**src/hw/rtl/assert_macros.svh**
```systemverilog
// assertion macros for the rtl files of the base64 stream encoder
// no dependencies; the bodies are empty when SYNTHESIS is defined
`ifndef ASSERT_MACROS_SVH
`define ASSERT_MACROS_SVH

`ifndef SYNTHESIS
// property checked on every rising clock edge outside reset
`define B64SE_ASSERT(lbl, prop) \
  lbl: assert property (@(posedge clk) disable iff (!rst_n) (prop)) \
    else $error("assertion failed");
// property checked on every rising clock edge, reset included
`define B64SE_ASSERT_RST(lbl, prop) \
  lbl: assert property (@(posedge clk) (prop)) \
    else $error("assertion failed");
`else
`define B64SE_ASSERT(lbl, prop)
`define B64SE_ASSERT_RST(lbl, prop)
`endif

`endif

```
**src/hw/rtl/b64se_pkg.sv**
```systemverilog
// types, constants and the alphabet lookup of the base64 stream encoder
// no dependencies
package b64se_pkg;

  localparam int unsigned QUEUE_DEPTH = 2;
  localparam int unsigned JOB_CHARS   = 4;

  localparam logic [7:0] PAD_CHAR    = 8'h3D;
  localparam logic [7:0] ASCII_UPPER = 8'h41;
  localparam logic [7:0] ASCII_LOWER = 8'h61;
  localparam logic [7:0] ASCII_DIGIT = 8'h30;
  localparam logic [7:0] ASCII_PLUS  = 8'h2B;
  localparam logic [7:0] ASCII_SLASH = 8'h2F;

  // characters caused by one input word
  typedef struct packed {
    logic [JOB_CHARS-1:0][7:0] chars;    // character k at chars[k]
    logic [1:0]                last_idx; // index of the last valid character
    logic                      fin;      // last character ends the stream
  } job_t;

  // queue status seen by both sides
  typedef struct packed {
    logic full;
    logic empty;
  } queue_stat_t;

  // sextet to base64 ascii character
  function automatic logic [7:0] sextet_char(input logic [5:0] v);
    logic [7:0] w;
    w = {2'b00, v};
    if (v < 6'd26) begin
      return ASCII_UPPER + w;
    end else if (v < 6'd52) begin
      return ASCII_LOWER + w - 8'd26;
    end else if (v < 6'd62) begin
      return ASCII_DIGIT + w - 8'd52;
    end else if (v == 6'd62) begin
      return ASCII_PLUS;
    end else begin
      return ASCII_SLASH;
    end
  endfunction

  // true for a character of the alphabet or the pad
  function automatic logic is_out_char(input logic [7:0] c);
    return (c >= ASCII_UPPER && c < ASCII_UPPER + 8'd26) ||
           (c >= ASCII_LOWER && c < ASCII_LOWER + 8'd26) ||
           (c >= ASCII_DIGIT && c < ASCII_DIGIT + 8'd10) ||
           (c == ASCII_PLUS) || (c == ASCII_SLASH) || (c == PAD_CHAR);
  endfunction

endpackage

```
**src/hw/rtl/b64se_front.sv**
```systemverilog
// front end: takes input words, tracks the group position and leftover
// bits, and turns each word into a job of one to four characters; uses b64se_pkg
module b64se_front (
  input  logic            clk,
  input  logic            rst_n,
  input  logic            in_tvalid,
  output logic            in_tready,
  input  logic [7:0]      in_tdata,   // data_byte[7:0]
  input  logic            in_tlast,   // final_byte
  input  b64se_pkg::queue_stat_t q_stat,
  output logic            push,
  output b64se_pkg::job_t push_job
);
  import b64se_pkg::*;

  localparam logic [1:0] POS_FIRST  = 2'd0;
  localparam logic [1:0] POS_SECOND = 2'd1;
  localparam logic [1:0] POS_THIRD  = 2'd2;

  logic [1:0] pos_r, pos_nxt;
  logic [3:0] left_r, left_nxt;

  assign in_tready = !q_stat.full;
  assign push      = in_tvalid && in_tready;

  // build the job and the next group state
  always_comb begin
    push_job.chars    = '0;
    push_job.last_idx = 2'd0;
    push_job.fin      = in_tlast;
    pos_nxt           = pos_r;
    left_nxt          = left_r;
    unique case (pos_r)
      POS_SECOND: begin
        push_job.chars[0] = sextet_char({left_r[1:0], in_tdata[7:4]});
        if (in_tlast) begin
          push_job.chars[1] = sextet_char({in_tdata[3:0], 2'b00});
          push_job.chars[2] = PAD_CHAR;
          push_job.last_idx = 2'd2;
          pos_nxt           = POS_FIRST;
          left_nxt          = 4'd0;
        end else begin
          pos_nxt  = POS_THIRD;
          left_nxt = in_tdata[3:0];
        end
      end
      POS_THIRD: begin
        push_job.chars[0] = sextet_char({left_r, in_tdata[7:6]});
        push_job.chars[1] = sextet_char(in_tdata[5:0]);
        push_job.last_idx = 2'd1;
        pos_nxt           = POS_FIRST;
        left_nxt          = 4'd0;
      end
      default: begin
        // first position, and the unused code treated the same way
        push_job.chars[0] = sextet_char(in_tdata[7:2]);
        if (in_tlast) begin
          push_job.chars[1] = sextet_char({in_tdata[1:0], 4'b0000});
          push_job.chars[2] = PAD_CHAR;
          push_job.chars[3] = PAD_CHAR;
          push_job.last_idx = 2'd3;
          pos_nxt           = POS_FIRST;
          left_nxt          = 4'd0;
        end else begin
          pos_nxt  = POS_SECOND;
          left_nxt = {2'b00, in_tdata[1:0]};
        end
      end
    endcase
  end

  // group state advances on each accepted word
  always_ff @(posedge clk) begin
    if (!rst_n) begin
      pos_r  <= POS_FIRST;
      left_r <= 4'd0;
    end else if (push) begin
      pos_r  <= pos_nxt;
      left_r <= left_nxt;
    end
  end

endmodule

```
**src/hw/rtl/b64se_fifo.sv**
```systemverilog
// short job queue between the front and back ends
// uses b64se_pkg; depth must be a power of two, at least two
module b64se_fifo #(
  parameter int unsigned DEPTH = b64se_pkg::QUEUE_DEPTH
) (
  input  logic            clk,
  input  logic            rst_n,
  input  logic            push,
  input  b64se_pkg::job_t push_job,
  input  logic            pop,
  output b64se_pkg::job_t pop_job,
  output b64se_pkg::queue_stat_t q_stat
);
  import b64se_pkg::*;

  localparam int unsigned PW = (DEPTH > 1) ? $clog2(DEPTH) : 1;
  localparam int unsigned CW = $clog2(DEPTH + 1);

  job_t          mem [DEPTH];
  logic [PW-1:0] wr_ptr_r, rd_ptr_r;
  logic [CW-1:0] count_r;

  // job storage
  always_ff @(posedge clk) begin
    if (push) begin
      mem[wr_ptr_r] <= push_job;
    end
  end

  assign pop_job      = mem[rd_ptr_r];
  assign q_stat.full  = (count_r == CW'(DEPTH));
  assign q_stat.empty = (count_r == '0);

  // pointers and fill count
  always_ff @(posedge clk) begin
    if (!rst_n) begin
      wr_ptr_r <= '0;
      rd_ptr_r <= '0;
      count_r  <= '0;
    end else begin
      if (push) begin
        wr_ptr_r <= wr_ptr_r + 1'b1;
      end
      if (pop) begin
        rd_ptr_r <= rd_ptr_r + 1'b1;
      end
      if (push && !pop) begin
        count_r <= count_r + 1'b1;
      end else if (pop && !push) begin
        count_r <= count_r - 1'b1;
      end
    end
  end

endmodule

```
**src/hw/rtl/b64se_back.sv**
```systemverilog
// back end: takes jobs from the queue and sends their characters one word
// a cycle, out_tready allowing, via the output register; uses b64se_pkg
module b64se_back (
  input  logic            clk,
  input  logic            rst_n,
  input  b64se_pkg::queue_stat_t q_stat,
  input  b64se_pkg::job_t pop_job,
  output logic            pop,
  output logic            out_tvalid,
  input  logic            out_tready,
  output logic [7:0]      out_tdata,  // out_char[7:0]
  output logic            out_tlast   // final_char
);
  import b64se_pkg::*;

  job_t       cur_r;
  logic       cur_valid_r;
  logic [1:0] idx_r;
  logic [7:0] char_r;
  logic       last_r;
  logic       valid_r;

  logic load;
  logic cur_done;

  // move a character whenever the output register is free or being taken
  assign load     = cur_valid_r && (!valid_r || out_tready);
  assign cur_done = load && (idx_r == cur_r.last_idx);
  assign pop      = (!cur_valid_r || cur_done) && !q_stat.empty;

  // current job and character index
  always_ff @(posedge clk) begin
    if (!rst_n) begin
      cur_valid_r <= 1'b0;
      idx_r       <= 2'd0;
    end else if (pop) begin
      cur_valid_r <= 1'b1;
      idx_r       <= 2'd0;
    end else if (cur_done) begin
      cur_valid_r <= 1'b0;
      idx_r       <= 2'd0;
    end else if (load) begin
      idx_r <= idx_r + 2'd1;
    end
  end

  always_ff @(posedge clk) begin
    if (pop) begin
      cur_r <= pop_job;
    end
  end

  // output register
  always_ff @(posedge clk) begin
    if (!rst_n) begin
      valid_r <= 1'b0;
    end else if (load) begin
      valid_r <= 1'b1;
    end else if (out_tready) begin
      valid_r <= 1'b0;
    end
  end

  always_ff @(posedge clk) begin
    if (load) begin
      char_r <= cur_r.chars[idx_r];
      last_r <= cur_r.fin && (idx_r == cur_r.last_idx);
    end
  end

  assign out_tvalid = valid_r;
  assign out_tdata  = char_r;
  assign out_tlast  = last_r;

endmodule

```
**src/hw/rtl/base64_stream_encoder_core.sv**
```systemverilog
// top level of the base64 stream encoder: front end, job queue, back end
// uses b64se_pkg, b64se_front, b64se_fifo, b64se_back and assert_macros.svh
//
//   channel  direction  tdata           tuser  tlast
//   in_      slave      data_byte[7:0]  -      final_byte
//   out_     master     out_char[7:0]   -      final_char
//
// a byte is taken whenever the job queue has room; its one to four
// characters leave one per cycle from the output register while
// out_tready is high and jobs are queued.
// the output register and the single-character back end set the rate.
// each character moves via queue entry, job register and output register.
// synchronous active-low reset clears group state, queue and output valid.
// a stalled output fills the queue, then in_tready drops; no word is lost.
`include "assert_macros.svh"

module base64_stream_encoder_core #(
  parameter int unsigned QUEUE_DEPTH = b64se_pkg::QUEUE_DEPTH
) (
  input  logic       clk,
  input  logic       rst_n,
  input  logic       in_tvalid,
  output logic       in_tready,
  input  logic [7:0] in_tdata,   // data_byte[7:0]
  input  logic       in_tlast,   // final_byte
  output logic       out_tvalid,
  input  logic       out_tready,
  output logic [7:0] out_tdata,  // out_char[7:0]
  output logic       out_tlast   // final_char
);
  import b64se_pkg::*;

  logic        push;
  logic        pop;
  job_t        push_job;
  job_t        pop_job;
  queue_stat_t q_stat;

  // classify and expand input words
  b64se_front u_front (
    .clk       (clk),
    .rst_n     (rst_n),
    .in_tvalid (in_tvalid),
    .in_tready (in_tready),
    .in_tdata  (in_tdata),
    .in_tlast  (in_tlast),
    .q_stat    (q_stat),
    .push      (push),
    .push_job  (push_job)
  );

  // job queue
  b64se_fifo #(
    .DEPTH (QUEUE_DEPTH)
  ) u_fifo (
    .clk      (clk),
    .rst_n    (rst_n),
    .push     (push),
    .push_job (push_job),
    .pop      (pop),
    .pop_job  (pop_job),
    .q_stat   (q_stat)
  );

  // character sequencer and output register
  b64se_back u_back (
    .clk        (clk),
    .rst_n      (rst_n),
    .q_stat     (q_stat),
    .pop_job    (pop_job),
    .pop        (pop),
    .out_tvalid (out_tvalid),
    .out_tready (out_tready),
    .out_tdata  (out_tdata),
    .out_tlast  (out_tlast)
  );

  // checks
  `B64SE_ASSERT(a_queue_stat_sane, !(q_stat.full && q_stat.empty))
  `B64SE_ASSERT(a_pop_not_empty, pop |-> !q_stat.empty)
  `B64SE_ASSERT(a_out_char_legal, out_tvalid |-> is_out_char(out_tdata))
  `B64SE_ASSERT_RST(a_reset_clears_out, !rst_n |=> !out_tvalid)

endmodule
```
**config.mk**
```make
export PLATFORM = sky130hd
export DESIGN_NAME = base64_stream_encoder_core
export DESIGN_NICKNAME = d
export VERILOG_FILES = /design/src/hw/rtl/b64se_pkg.sv /design/src/hw/rtl/b64se_front.sv /design/src/hw/rtl/b64se_fifo.sv /design/src/hw/rtl/b64se_back.sv /design/src/hw/rtl/base64_stream_encoder_core.sv
export VERILOG_INCLUDE_DIRS = /design/src /design/src/hw/rtl
export SDC_FILE = /design/constraint.sdc
export NUM_CORES = 1
export LEC_CHECK = 0
export BUFFER_PORTS_ARGS = -buffer_cell sky130_fd_sc_hd__buf_2
export CAP_MARGIN = 40
export CORE_UTILIZATION = 33
export DETAILED_ROUTE_END_ITERATION = 8
export GPL_ROUTABILITY_DRIVEN = 0
export GPL_TIMING_DRIVEN = 0
export PLACE_DENSITY = 0.48
export SLEW_MARGIN = 20
export SYNTH_ARGS = -nofsm -noshare
export SYNTH_HDL_FRONTEND = slang
export SYNTH_SLANG_ARGS = --single-unit
```
**constraint.sdc**
```tcl
create_clock -name clk -period 4.6 [get_ports clk]
set_input_delay 0.69 -clock clk [delete_from_list [all_inputs] [get_ports clk]]
set_output_delay 0.69 -clock clk [all_outputs]
set_load 0.05 [all_outputs]
```
==> results.md, run 1 <==
- Synthesized area: 5230 um2
- Cell leakage power: 2.13 nW
- # IOs: 24
- Synthesis-stage register bit count: 83
- Clock Tree Root: clkbuf_16
- Core area: 15300 um2
- Skew-Pair Late Insertion Delay: 0.33 ns
- DP HPWL: 10000 um
- Die area: 16300 um2
- MaxCap Viol Count: 0
- Crit-path max FO: 10
- Setup TNS: 0 ns
- Post-Syn Area per Cell: 10.1 um2
- Antenna Nets Post-Route: 0
- Ys flop type: edfxtp_1
- Worst Path Required: 4.64 ns
- Synth Area in Adders: 0.0598
- P per Cell Area: 452 nW/um2
- CTS resizes: 0
- WS Path Type: register to register
- Measured slew at the worst slew-check pin: 0.711 ns
- Rel. slew slack: 0.514
- H-tree Lvls: 3
- Proportion of netlist area held by the largest area contributor: 0.396
- Worst R2R Path Depth: 8
- RSZ-0062 raised after global routing: false
- CP Capture Type: register
- Crit share post-route: 0.634
- Synth top area cells: edfxtp_1 (40%), ha_1 (6.0%), dfxtp_1 (5.4%)
- Leading area contributor after synthesis: edfxtp_1
- Hold buffers post-CTS: 0
- Crit path time final: 2.92 ns
- DR vias: 4171
- Most frequent cell after synthesis: edfxtp_1
- Status: complete, no violations
- # clock sinks: 83
- Global-route wire length before repair: 21200 um
- Peak supply drop: 178 uV
- Synth async-reset ratio: 0
- Pre-antenna DRT Iters: 4
- Fmax: 343 MHz
- Drt wl/cell: 17.4 um
- Yosys cell types: 65
- CTS tree: built
- DRC viols: 0
- Number of post-CTS setup repair buffers: 0
- Post-synthesis sequential area ratio: 0.450
- Worst setup path start: u_front.left_r[0]$_SDFFE_PN0P_
- Gate count of the mapped netlist: 517
- Overflow after GRT: 0
- Final wirelength: 13400 um
- Vias in the first global route: 4047
- CTS Buffer Depth: 2
- Row count: 45
- Starting Density: 0.341
- Die Span X: 128 um
- Nets: 591
- Final Hold Viols: 0
- Synth-to-Final Area Change: 13.3%
- Reg2reg end: u_fifo.mem[0][3]$_DFFE_PP_
- Port Buf Inserts: 23
- Largest family of logic cells by synthesized area: compound AO/OA/AOI/OAI gates
- Via density: 5.42
- Most frequent cells after synthesis: edfxtp_1 (69), nand2_1 (36), o21ai_0 (36), a21oi_1 (29), ha_1 (25)
- Mux share of post-synthesis cell area: 0.0608
- Cts bufs inserted: 9
- Worst hold path class: register to register
- Post-synth EDFFs: 69
- RR Startpoint: u_front.left_r[0]$_SDFFE_PN0P_
- Largest net degree at the start of global routing: 21
- Share of layout cells above drive strength 1: 0.154
- Initial antenna violation count: 0
- Area fraction in compound gates after synthesis: 0.200
- Arr. time, crit path: 2.96 ns
- Die Y: 128 um
- Reg2Reg Setup Slack: 1.68 ns
- Worst-path clk slew: 0.06 ns
- Synth Area in XOR/XNOR: 0.0436
- Synth Warn #: 0
- GRT Total Usage: 0.169
- 1st-iter DRT viols: 366
- Worst setup endpoint: u_fifo.mem[0][3]$_DFFE_PP_
- Syn_nets: 555
- Clock skew: 0.00597 ns
- Slew Viols, Final: 0
- Layout Utilization: 0.387
- Startpoint types: register
- Post-synthesis simple-gate area fraction: 0.139
- # diodes: 0
- Final Setup Violations: 0
## worst min-delay path by stage
stage | cells after the start | to | slack [ns] | startpoint
after CTS | 1 | u_back.out_tvalid$_SDFFE_PN0P_ | 0.52 | u_back.cur_valid_r$_SDFFE_PN0P_
after detailed placement | 1 | u_back.out_tvalid$_SDFFE_PN0P_ | 0.50 | u_back.cur_valid_r$_SDFFE_PN0P_
after global routing | 2 | u_fifo.count_r[1]$_SDFFE_PN0P_ | 0.56 | u_fifo.count_r[1]$_SDFFE_PN0P_
after global placement | 1 | u_back.out_tvalid$_SDFFE_PN0P_ | 0.50 | u_back.cur_valid_r$_SDFFE_PN0P_
after floorplan | 1 | u_back.out_tvalid$_SDFFE_PN0P_ | 0.48 | u_back.cur_valid_r$_SDFFE_PN0P_
final | 1 | u_back.out_tvalid$_SDFFE_PN0P_ | 0.52 | u_back.cur_valid_r$_SDFFE_PN0P_
## state kept, by name, indices dropped and copies added, names as in the netlist
register,count
u_fifo.rd_ptr_r,1
u_fifo.wr_ptr_r,1
u_fifo.count_r,2
u_back.out_tdata,8
u_back.out_tlast,1
u_back.out_tvalid,1
u_front.pos_r,2
u_back.cur_valid_r,1
u_fifo.mem,40
u_back.cur_r,20
u_front.left_r,4
u_back.idx_r,2
## layer usage
layer	part of all wire	track usage	wire, um
met5	0	0	0
met1	0.44	0.208	5940
met2	0.49	0.295	6590
met3	0.036	0.0200	478
met4	0.027	0.0824	368
## cells by family (layout without fill, tap and decap cells)
kind of cell    Yosys count  in the layout
simple gates            142            142
mux                      29             29
xor+xnor                 26             26
flops                    83             83
compound gates          152            152
buf+inv                  60            101
fa+ha+maj                25             25
## report_power, final
group	total, W	internal (W)	switching, W
clock network	0.000678	0.000418	0.000259
registers	0.00116	0.00109	0.0000650
logic	0.000839	0.000290	0.000550
## stage by stage
| step | total power (W) | instance area [um2] | setup slack, ns | hold WS [ns] | instances |
|---|---|---|---|---|---|
| after detailed placement | 0.00202 | 5640 | 1.42 | 0.501 | 753 |
| after CTS | 0.00271 | 5920 | 1.73 | 0.524 | 769 |
| after global routing | 0.00283 | 5920 | 1.43 | 0.558 | 769 |
| final | 0.00267 | 5920 | 1.68 | 0.523 | 769 |
| after floorplan | 0.00180 | 5230 | 2.07 | 0.480 | 517 |
| after global placement | 0.00200 | 5610 | 1.43 | 0.504 | 751 |
## layout by cell type (no fill, tap or decap), drive strengths merged, types with 3 or more instances in the layout
master,instances
nand2b,9
nand4,4
a221oi,6
mux2,22
a21o,6
mux2i,7
or3,7
o311ai,5
clkbuf,27
nor3,18
a211oi,4
o32ai,3
a22oi,5
o21ai,36
nor2,19
buf,45
a31oi,7
o21bai,3
nor2b,18
a311o,3
nand2,36
clkinv,3
xnor2,20
edfxtp,69
nor3b,3
xor2,6
dfxtp,14
o22ai,3
o31ai,3
and2,4
ha,25
inv,25
a21oi,34
nand3,14
o211ai,6
## area by class of cell
cell class | instances | area (um2)
fill | 1560 | 9390
multi-input combinational | 374 | 2630
sequential | 83 | 2350
tap | 211 | 264
clock buffer | 13 | 240
buffer | 34 | 149
timing repair buffer | 25 | 145
inverter | 26 | 97.6
clock inverter | 3 | 38.8
## worst max-delay path, stage by stage (launching register included)
cell	delay (ns)
dfxtp_1	0.50
clkbuf_1	0.45
inv_1	0.18
ha_1	0.24
nand2b_1	0.18
buf_2	0.19
or4_1	0.49
a31oi_1	0.24
o21ai_0	0.14
(Power assumes the default switching activity.)
==> run 2: changes to the inputs <==
==> constraint.sdc (replaced) <==
create_clock -name clk -period 3 [get_ports clk]
set_input_delay 0.45 -clock clk [delete_from_list [all_inputs] [get_ports clk]]
set_output_delay 0.45 -clock clk [all_outputs]
set_load 0.05 [all_outputs]
==> results.md, run 2 (synthesized netlist as in run 1, its figures left out) <==
- Cts bufs inserted: 9
- Cell leakage power: 2.13 nW
- Worst hold path class: primary input to register
- Final Hold Viols: 0
- Die Y: 128 um
- WS Path Type: register to register
- Largest register FFs: 40
- Crit share post-route: 0.904
- Overflow after GRT: 0
- WL met1: 5990 um
- Highest metal used: met4
- Sequential power share: 0.433
- Startpoint types: register
- Vias in the first global route: 4047
- Die area: 16300 um2
- Skew-Pair Late Insertion Delay: 0.33 ns
- MaxCap Viol Count: 0
- Clock skew: 0.00552 ns
- DR vias: 4154
- Reg2reg end: u_fifo.mem[0][3]$_DFFE_PP_
- # diodes: 0
- Switching share of total power: 0.327
- Pre-antenna DRT Iters: 5
- Worst Path Required: 3.04 ns
- H-tree Lvls: 3
- Clock Tree Root: clkbuf_16
- Rel. slew slack: 0.514
- DP HPWL: 10000 um
- Placed instance area: 5640 um2
- Final wirelength: 13400 um
- Clock share of power: 0.253
- Status: complete, no violations
- Fin area: 5920 um2
- Row count: 45
- Nets: 591
- 1st-iter DRT viols: 366
- P per Cell Area: 692 nW/um2
- Arr. time, crit path: 2.75 ns
- Pint: 0.00276 W
- Antenna Nets Post-Route: 0
- Final Setup Violations: 0
- Sw power: 0.00134 W
- Die Span X: 128 um
- Port Buf Inserts: 23
- Core area: 15300 um2
- Global-route wire length before repair: 21200 um
- Synth-to-Final Area Change: 13.3%
- Hold buffers post-CTS: 0
- Hold_sp: in_tlast
- Met2 WL: 6620 um
- Reg2Reg Setup Slack: 0.29 ns
- Fmax: 369 MHz
- Crit-path max FO: 10
- CP Capture Type: register
- Setup TNS: 0 ns
- Worst Hold End: u_fifo.mem[1][0]$_DFFE_PP_
- RR Startpoint: u_front.left_r[0]$_SDFFE_PN0P_
- Layout Utilization: 0.387
- # clock sinks: 83
- DRC viols: 0
- Via density: 5.40
- GRT Total Usage: 0.169
- Drt wl/cell: 17.4 um
- Measured slew at the worst slew-check pin: 0.711 ns
- RSZ-0062 raised after global routing: false
- Commonest non-fill, non-tap cell in the layout: edfxtp_1
- Number of post-CTS setup repair buffers: 0
- # IOs: 24
- CTS tree: built
- Most frequent cells in the layout: edfxtp_1 (69), buf_2 (40), nand2_1 (36), o21ai_0 (36), a21oi_1 (29)
- Starting Density: 0.341
- Met3 WL post-DR: 423 um
- Hold slack: 0.373 ns
- Slew Viols, Final: 0
- Filler cells: 1561
- CTS Buffer Depth: 2
- Crit path time final: 2.71 ns
- Peak supply drop: 273 uV
- Comb pwr share: 0.314
- Worst R2R Path Depth: 8
- Hold path cells: 1
- Worst-path clk slew: 0.06 ns
- Total design power: 0.00410 W
- Initial antenna violation count: 0
- Top reg by flops: u_fifo.mem
- Largest net degree at the start of global routing: 21
- Share of layout cells above drive strength 1: 0.156
## run 2: cell counts in the layout (fill, tap and decap cells not counted)
No cell type changed its count.
## run 2: cell type report
type | count | area, um2 | area share
Buffer | 34 | 150 | 0.0254
Inverter | 26 | 97.6 | 0.0165
Tap cell | 211 | 264 | 0.0446
Timing Repair Buffer | 25 | 145 | 0.0245
Clock inverter | 3 | 38.8 | 0.00655
Clock buffer | 13 | 240 | 0.0406
Sequential cell | 83 | 2350 | 0.397
Multi-Input combinational cell | 374 | 2630 | 0.445
## run 2: per-layer routing
metal / track usage / up-vias
li1: - / 2014
met1: 0.208 / 2007
met2: 0.295 / 110
met3: 0.0200 / 23
met4: 0.0824 / 0
met5: 0 / -
## run 2: worst max path at each step
stage	start	to	slack (ns)	cells past startpoint
floorplan	u_fifo.count_r[0]$_SDFFE_PN0P_	u_fifo.mem[0][0]$_DFFE_PP_	0.47	4
global placement	in_tdata[7]	u_fifo.mem[0][4]$_DFFE_PP_	0.07	9
detailed placement	in_tdata[7]	u_fifo.mem[0][4]$_DFFE_PP_	0.06	10
CTS	u_front.left_r[0]$_SDFFE_PN0P_	u_fifo.mem[1][3]$_DFFE_PP_	0.13	8
global route	u_front.left_r[0]$_SDFFE_PN0P_	u_fifo.mem[1][3]$_DFFE_PP_	0.08	8
finish	u_front.left_r[0]$_SDFFE_PN0P_	u_fifo.mem[0][3]$_DFFE_PP_	0.29	8
## run 2: critical path, cell delays in order (launching register included)
cell,delay [ns]
dfxtp_1,0.50
clkbuf_2,0.32
inv_1,0.13
ha_1,0.22
nand2b_1,0.18
buf_2,0.19
or4_1,0.49
a31oi_1,0.24
o21ai_0,0.14
## run 2: timing repair
| action | CTS | global route |
|---|---|---|
| endpoints found under the setup margin | 0 | 4 |
| endpoints found under the hold margin | 0 | 0 |
| gates resized for setup | 0 | 2 |
## run 2: per-stage QoR
step           setup WS, ns  std cells
6_report              0.289        769
5_1_grt              0.0802        769
4_1_cts               0.127        769
2_1_floorplan         0.474        517
3_3_place_gp         0.0655        751
3_5_place_dp         0.0642        753
## run 2: power by group through the flow
| stage | logic, W | registers [W] | clock network, W |
|---|---|---|---|
| floorplan | 0.000799 | 0.00195 | 0 |
| global placement | 0.00126 | 0.00180 | 0 |
| detailed placement | 0.00129 | 0.00180 | 0 |
| CTS | 0.00130 | 0.00178 | 0.00107 |
| global route | 0.00142 | 0.00180 | 0.00111 |
| finish | 0.00129 | 0.00177 | 0.00104 |
==> run 3: changes to the inputs <==
--- a/config.mk
+++ b/config.mk
@@ -8,11 +8,13 @@
 export LEC_CHECK = 0
 export BUFFER_PORTS_ARGS = -buffer_cell sky130_fd_sc_hd__buf_2
 export CAP_MARGIN = 40
+export CELL_PAD_IN_SITES_DETAIL_PLACEMENT = 0
+export CELL_PAD_IN_SITES_GLOBAL_PLACEMENT = 1
 export CORE_UTILIZATION = 33
 export DETAILED_ROUTE_END_ITERATION = 8
 export GPL_ROUTABILITY_DRIVEN = 0
 export GPL_TIMING_DRIVEN = 0
-export PLACE_DENSITY = 0.48
+export PLACE_DENSITY = 0.58
 export SLEW_MARGIN = 20
 export SYNTH_ARGS = -nofsm -noshare
 export SYNTH_HDL_FRONTEND = slang
==> constraint.sdc (replaced) <==
create_clock -name clk -period 3 [get_ports clk]
set_input_delay 0.45 -clock clk [delete_from_list [all_inputs] [get_ports clk]]
set_output_delay 0.45 -clock clk [all_outputs]
set_load 0.01 [all_outputs]
==> results.md, run 3 (synthesized netlist as in run 1, its figures left out) <==
- Hold buffers post-CTS: 0
- Die Y: 128 um
- Peak supply drop: 315 uV
- Antenna Nets Post-Route: 0
- Worst Hold End: u_fifo.mem[1][0]$_DFFE_PP_
- Worst-path cell chain: clkbuf_2, inv_1, ha_1, nand2b_1, buf_2, or4_1, a31oi_1, o21ai_0
- Initial antenna violation count: 0
- Share of layout cells above drive strength 1: 0.163
- Measured slew at the worst slew-check pin: 0.727 ns
- H-tree Lvls: 3
- Crit-path max FO: 10
- Final Hold Viols: 0
- Die Span X: 128 um
- DRC viols: 0
- Die area: 16300 um2
- DR vias: 4176
- MaxCap Viol Count: 0
- Reg2reg end: u_fifo.mem[1][3]$_DFFE_PP_
- Port Buf Inserts: 23
- Largest net degree at the start of global routing: 21
- Delay-heaviest family, CP: simple AND/OR/NAND/NOR gates
- Placed instance area: 5630 um2
- Worst hold path class: primary input to register
- Pre-antenna DRT Iters: 7
- Critical Path Slowest Stage Cell: dfxtp_1
- Hold path cells: 1
- Core area: 15300 um2
- Starting Density: 0.341
- Global-route wire length before repair: 21600 um
- CP Capture Type: register
- Number of post-CTS setup repair buffers: 0
- Via density: 5.43
- Slew Viols, Final: 0
- # clock sinks: 83
- Clock Tree Root: clkbuf_16
- Skew-Pair Late Insertion Delay: 0.33 ns
- RR Startpoint: u_front.left_r[0]$_SDFFE_PN0P_
- Drt wl/cell: 17.4 um
- Fmax: 364 MHz
- Arr. time, crit path: 2.78 ns
- # IOs: 24
- Worst R2R Path Depth: 8
- Worst Path Required: 3.03 ns
- GRT Total Usage: 0.172
- Synth-to-Final Area Change: 13.4%
- RSZ-0062 raised after global routing: false
- Crit path time final: 2.75 ns
- Cell leakage power: 2.14 nW
- Rel. slew slack: 0.515
- Vias in the first global route: 3974
- Reg2Reg Setup Slack: 0.25 ns
- Largest stage delay, worst path: 0.50 ns
- Top reg by flops: u_fifo.mem
- Hold_sp: in_tlast
- Nets: 591
- Overflow after GRT: 0
- 1st-iter DRT viols: 346
- CTS Buffer Depth: 2
- Fin area: 5930 um2
- DP HPWL: 10100 um
- CTS resizes: 0
- Largest register FFs: 40
- CTS tree: built
- CP bufs+invs: 3
- Row count: 45
- Status: complete, no violations
- Final Setup Violations: 0
- WS Path Type: register to register
- Setup TNS: 0 ns
- Commonest non-fill, non-tap cell in the layout: edfxtp_1
- Startpoint types: register
- Final wirelength: 13400 um
- Worst-path clk slew: 0.06 ns
- Clock skew: 0.00507 ns
- Most frequent cells in the layout: edfxtp_1 (69), buf_2 (40), nand2_1 (36), o21ai_0 (36), a21oi_1 (29)
- # diodes: 0
- Cts bufs inserted: 9
- P per Cell Area: 662 nW/um2
- Crit share post-route: 0.916
-- run 3: how the worst max path moves through the flow --
stage | startpoint | to | slack, ns | cells after the start
2_1_floorplan | u_front.left_r[0]$_SDFFE_PN0P_ | u_fifo.mem[0][3]$_DFFE_PP_ | 0.74 | 8
3_3_place_gp | in_tdata[7] | u_fifo.mem[0][4]$_DFFE_PP_ | 0.02 | 9
3_5_place_dp | in_tdata[7] | u_fifo.mem[1][3]$_DFFE_PP_ | 0.06 | 9
4_1_cts | u_front.left_r[0]$_SDFFE_PN0P_ | u_fifo.mem[1][3]$_DFFE_PP_ | 0.07 | 8
5_1_grt | u_front.left_r[0]$_SDFFE_PN0P_ | u_fifo.mem[1][3]$_DFFE_PP_ | 0.04 | 8
6_report | u_front.left_r[0]$_SDFFE_PN0P_ | u_fifo.mem[1][3]$_DFFE_PP_ | 0.25 | 8
-- run 3: stage by stage --
step | hold slack [ns] | util | power (W) | worst slack, ns | instances
finish | 0.384 | 0.387 | 0.00392 | 0.252 | 769
global route | 0.376 | 0.387 | 0.00415 | 0.0374 | 769
CTS | 0.372 | 0.387 | 0.00396 | 0.0725 | 769
detailed placement | 0.499 | 0.368 | 0.00292 | 0.0643 | 753
global placement | 0.505 | 0.366 | 0.00290 | 0.0203 | 751
floorplan | 0.480 | - | 0.00258 | 0.735 | 517
-- run 3: area by class of cell --
| class | instances | area, um2 |
|---|---|---|
| multi-input cells | 374 | 2630 |
| well taps | 211 | 264 |
| inverters | 26 | 97.6 |
| flip-flops and latches | 83 | 2350 |
| plain buffers | 34 | 150 |
| clock buffers | 12 | 268 |
| clock inverters | 4 | 22.5 |
| fillers | 1540 | 9390 |
| repair buffers | 25 | 138 |
-- run 3: layer usage --
layer  GRT usage  share of wire
met5           0              0
met1       0.223           0.45
met3      0.0117          0.033
met4      0.0754          0.022
met2       0.296           0.49
-- run 3: power breakdown --
part	internal, W	total [W]	switching (W)	leakage (nW)
clock	0.000628	0.00103	0.000404	0.143
sequential	0.00167	0.00177	0.000100	0.767
combinational	0.000440	0.00111	0.000674	1.23
total	0.00274	0.00392	0.00118	2.14
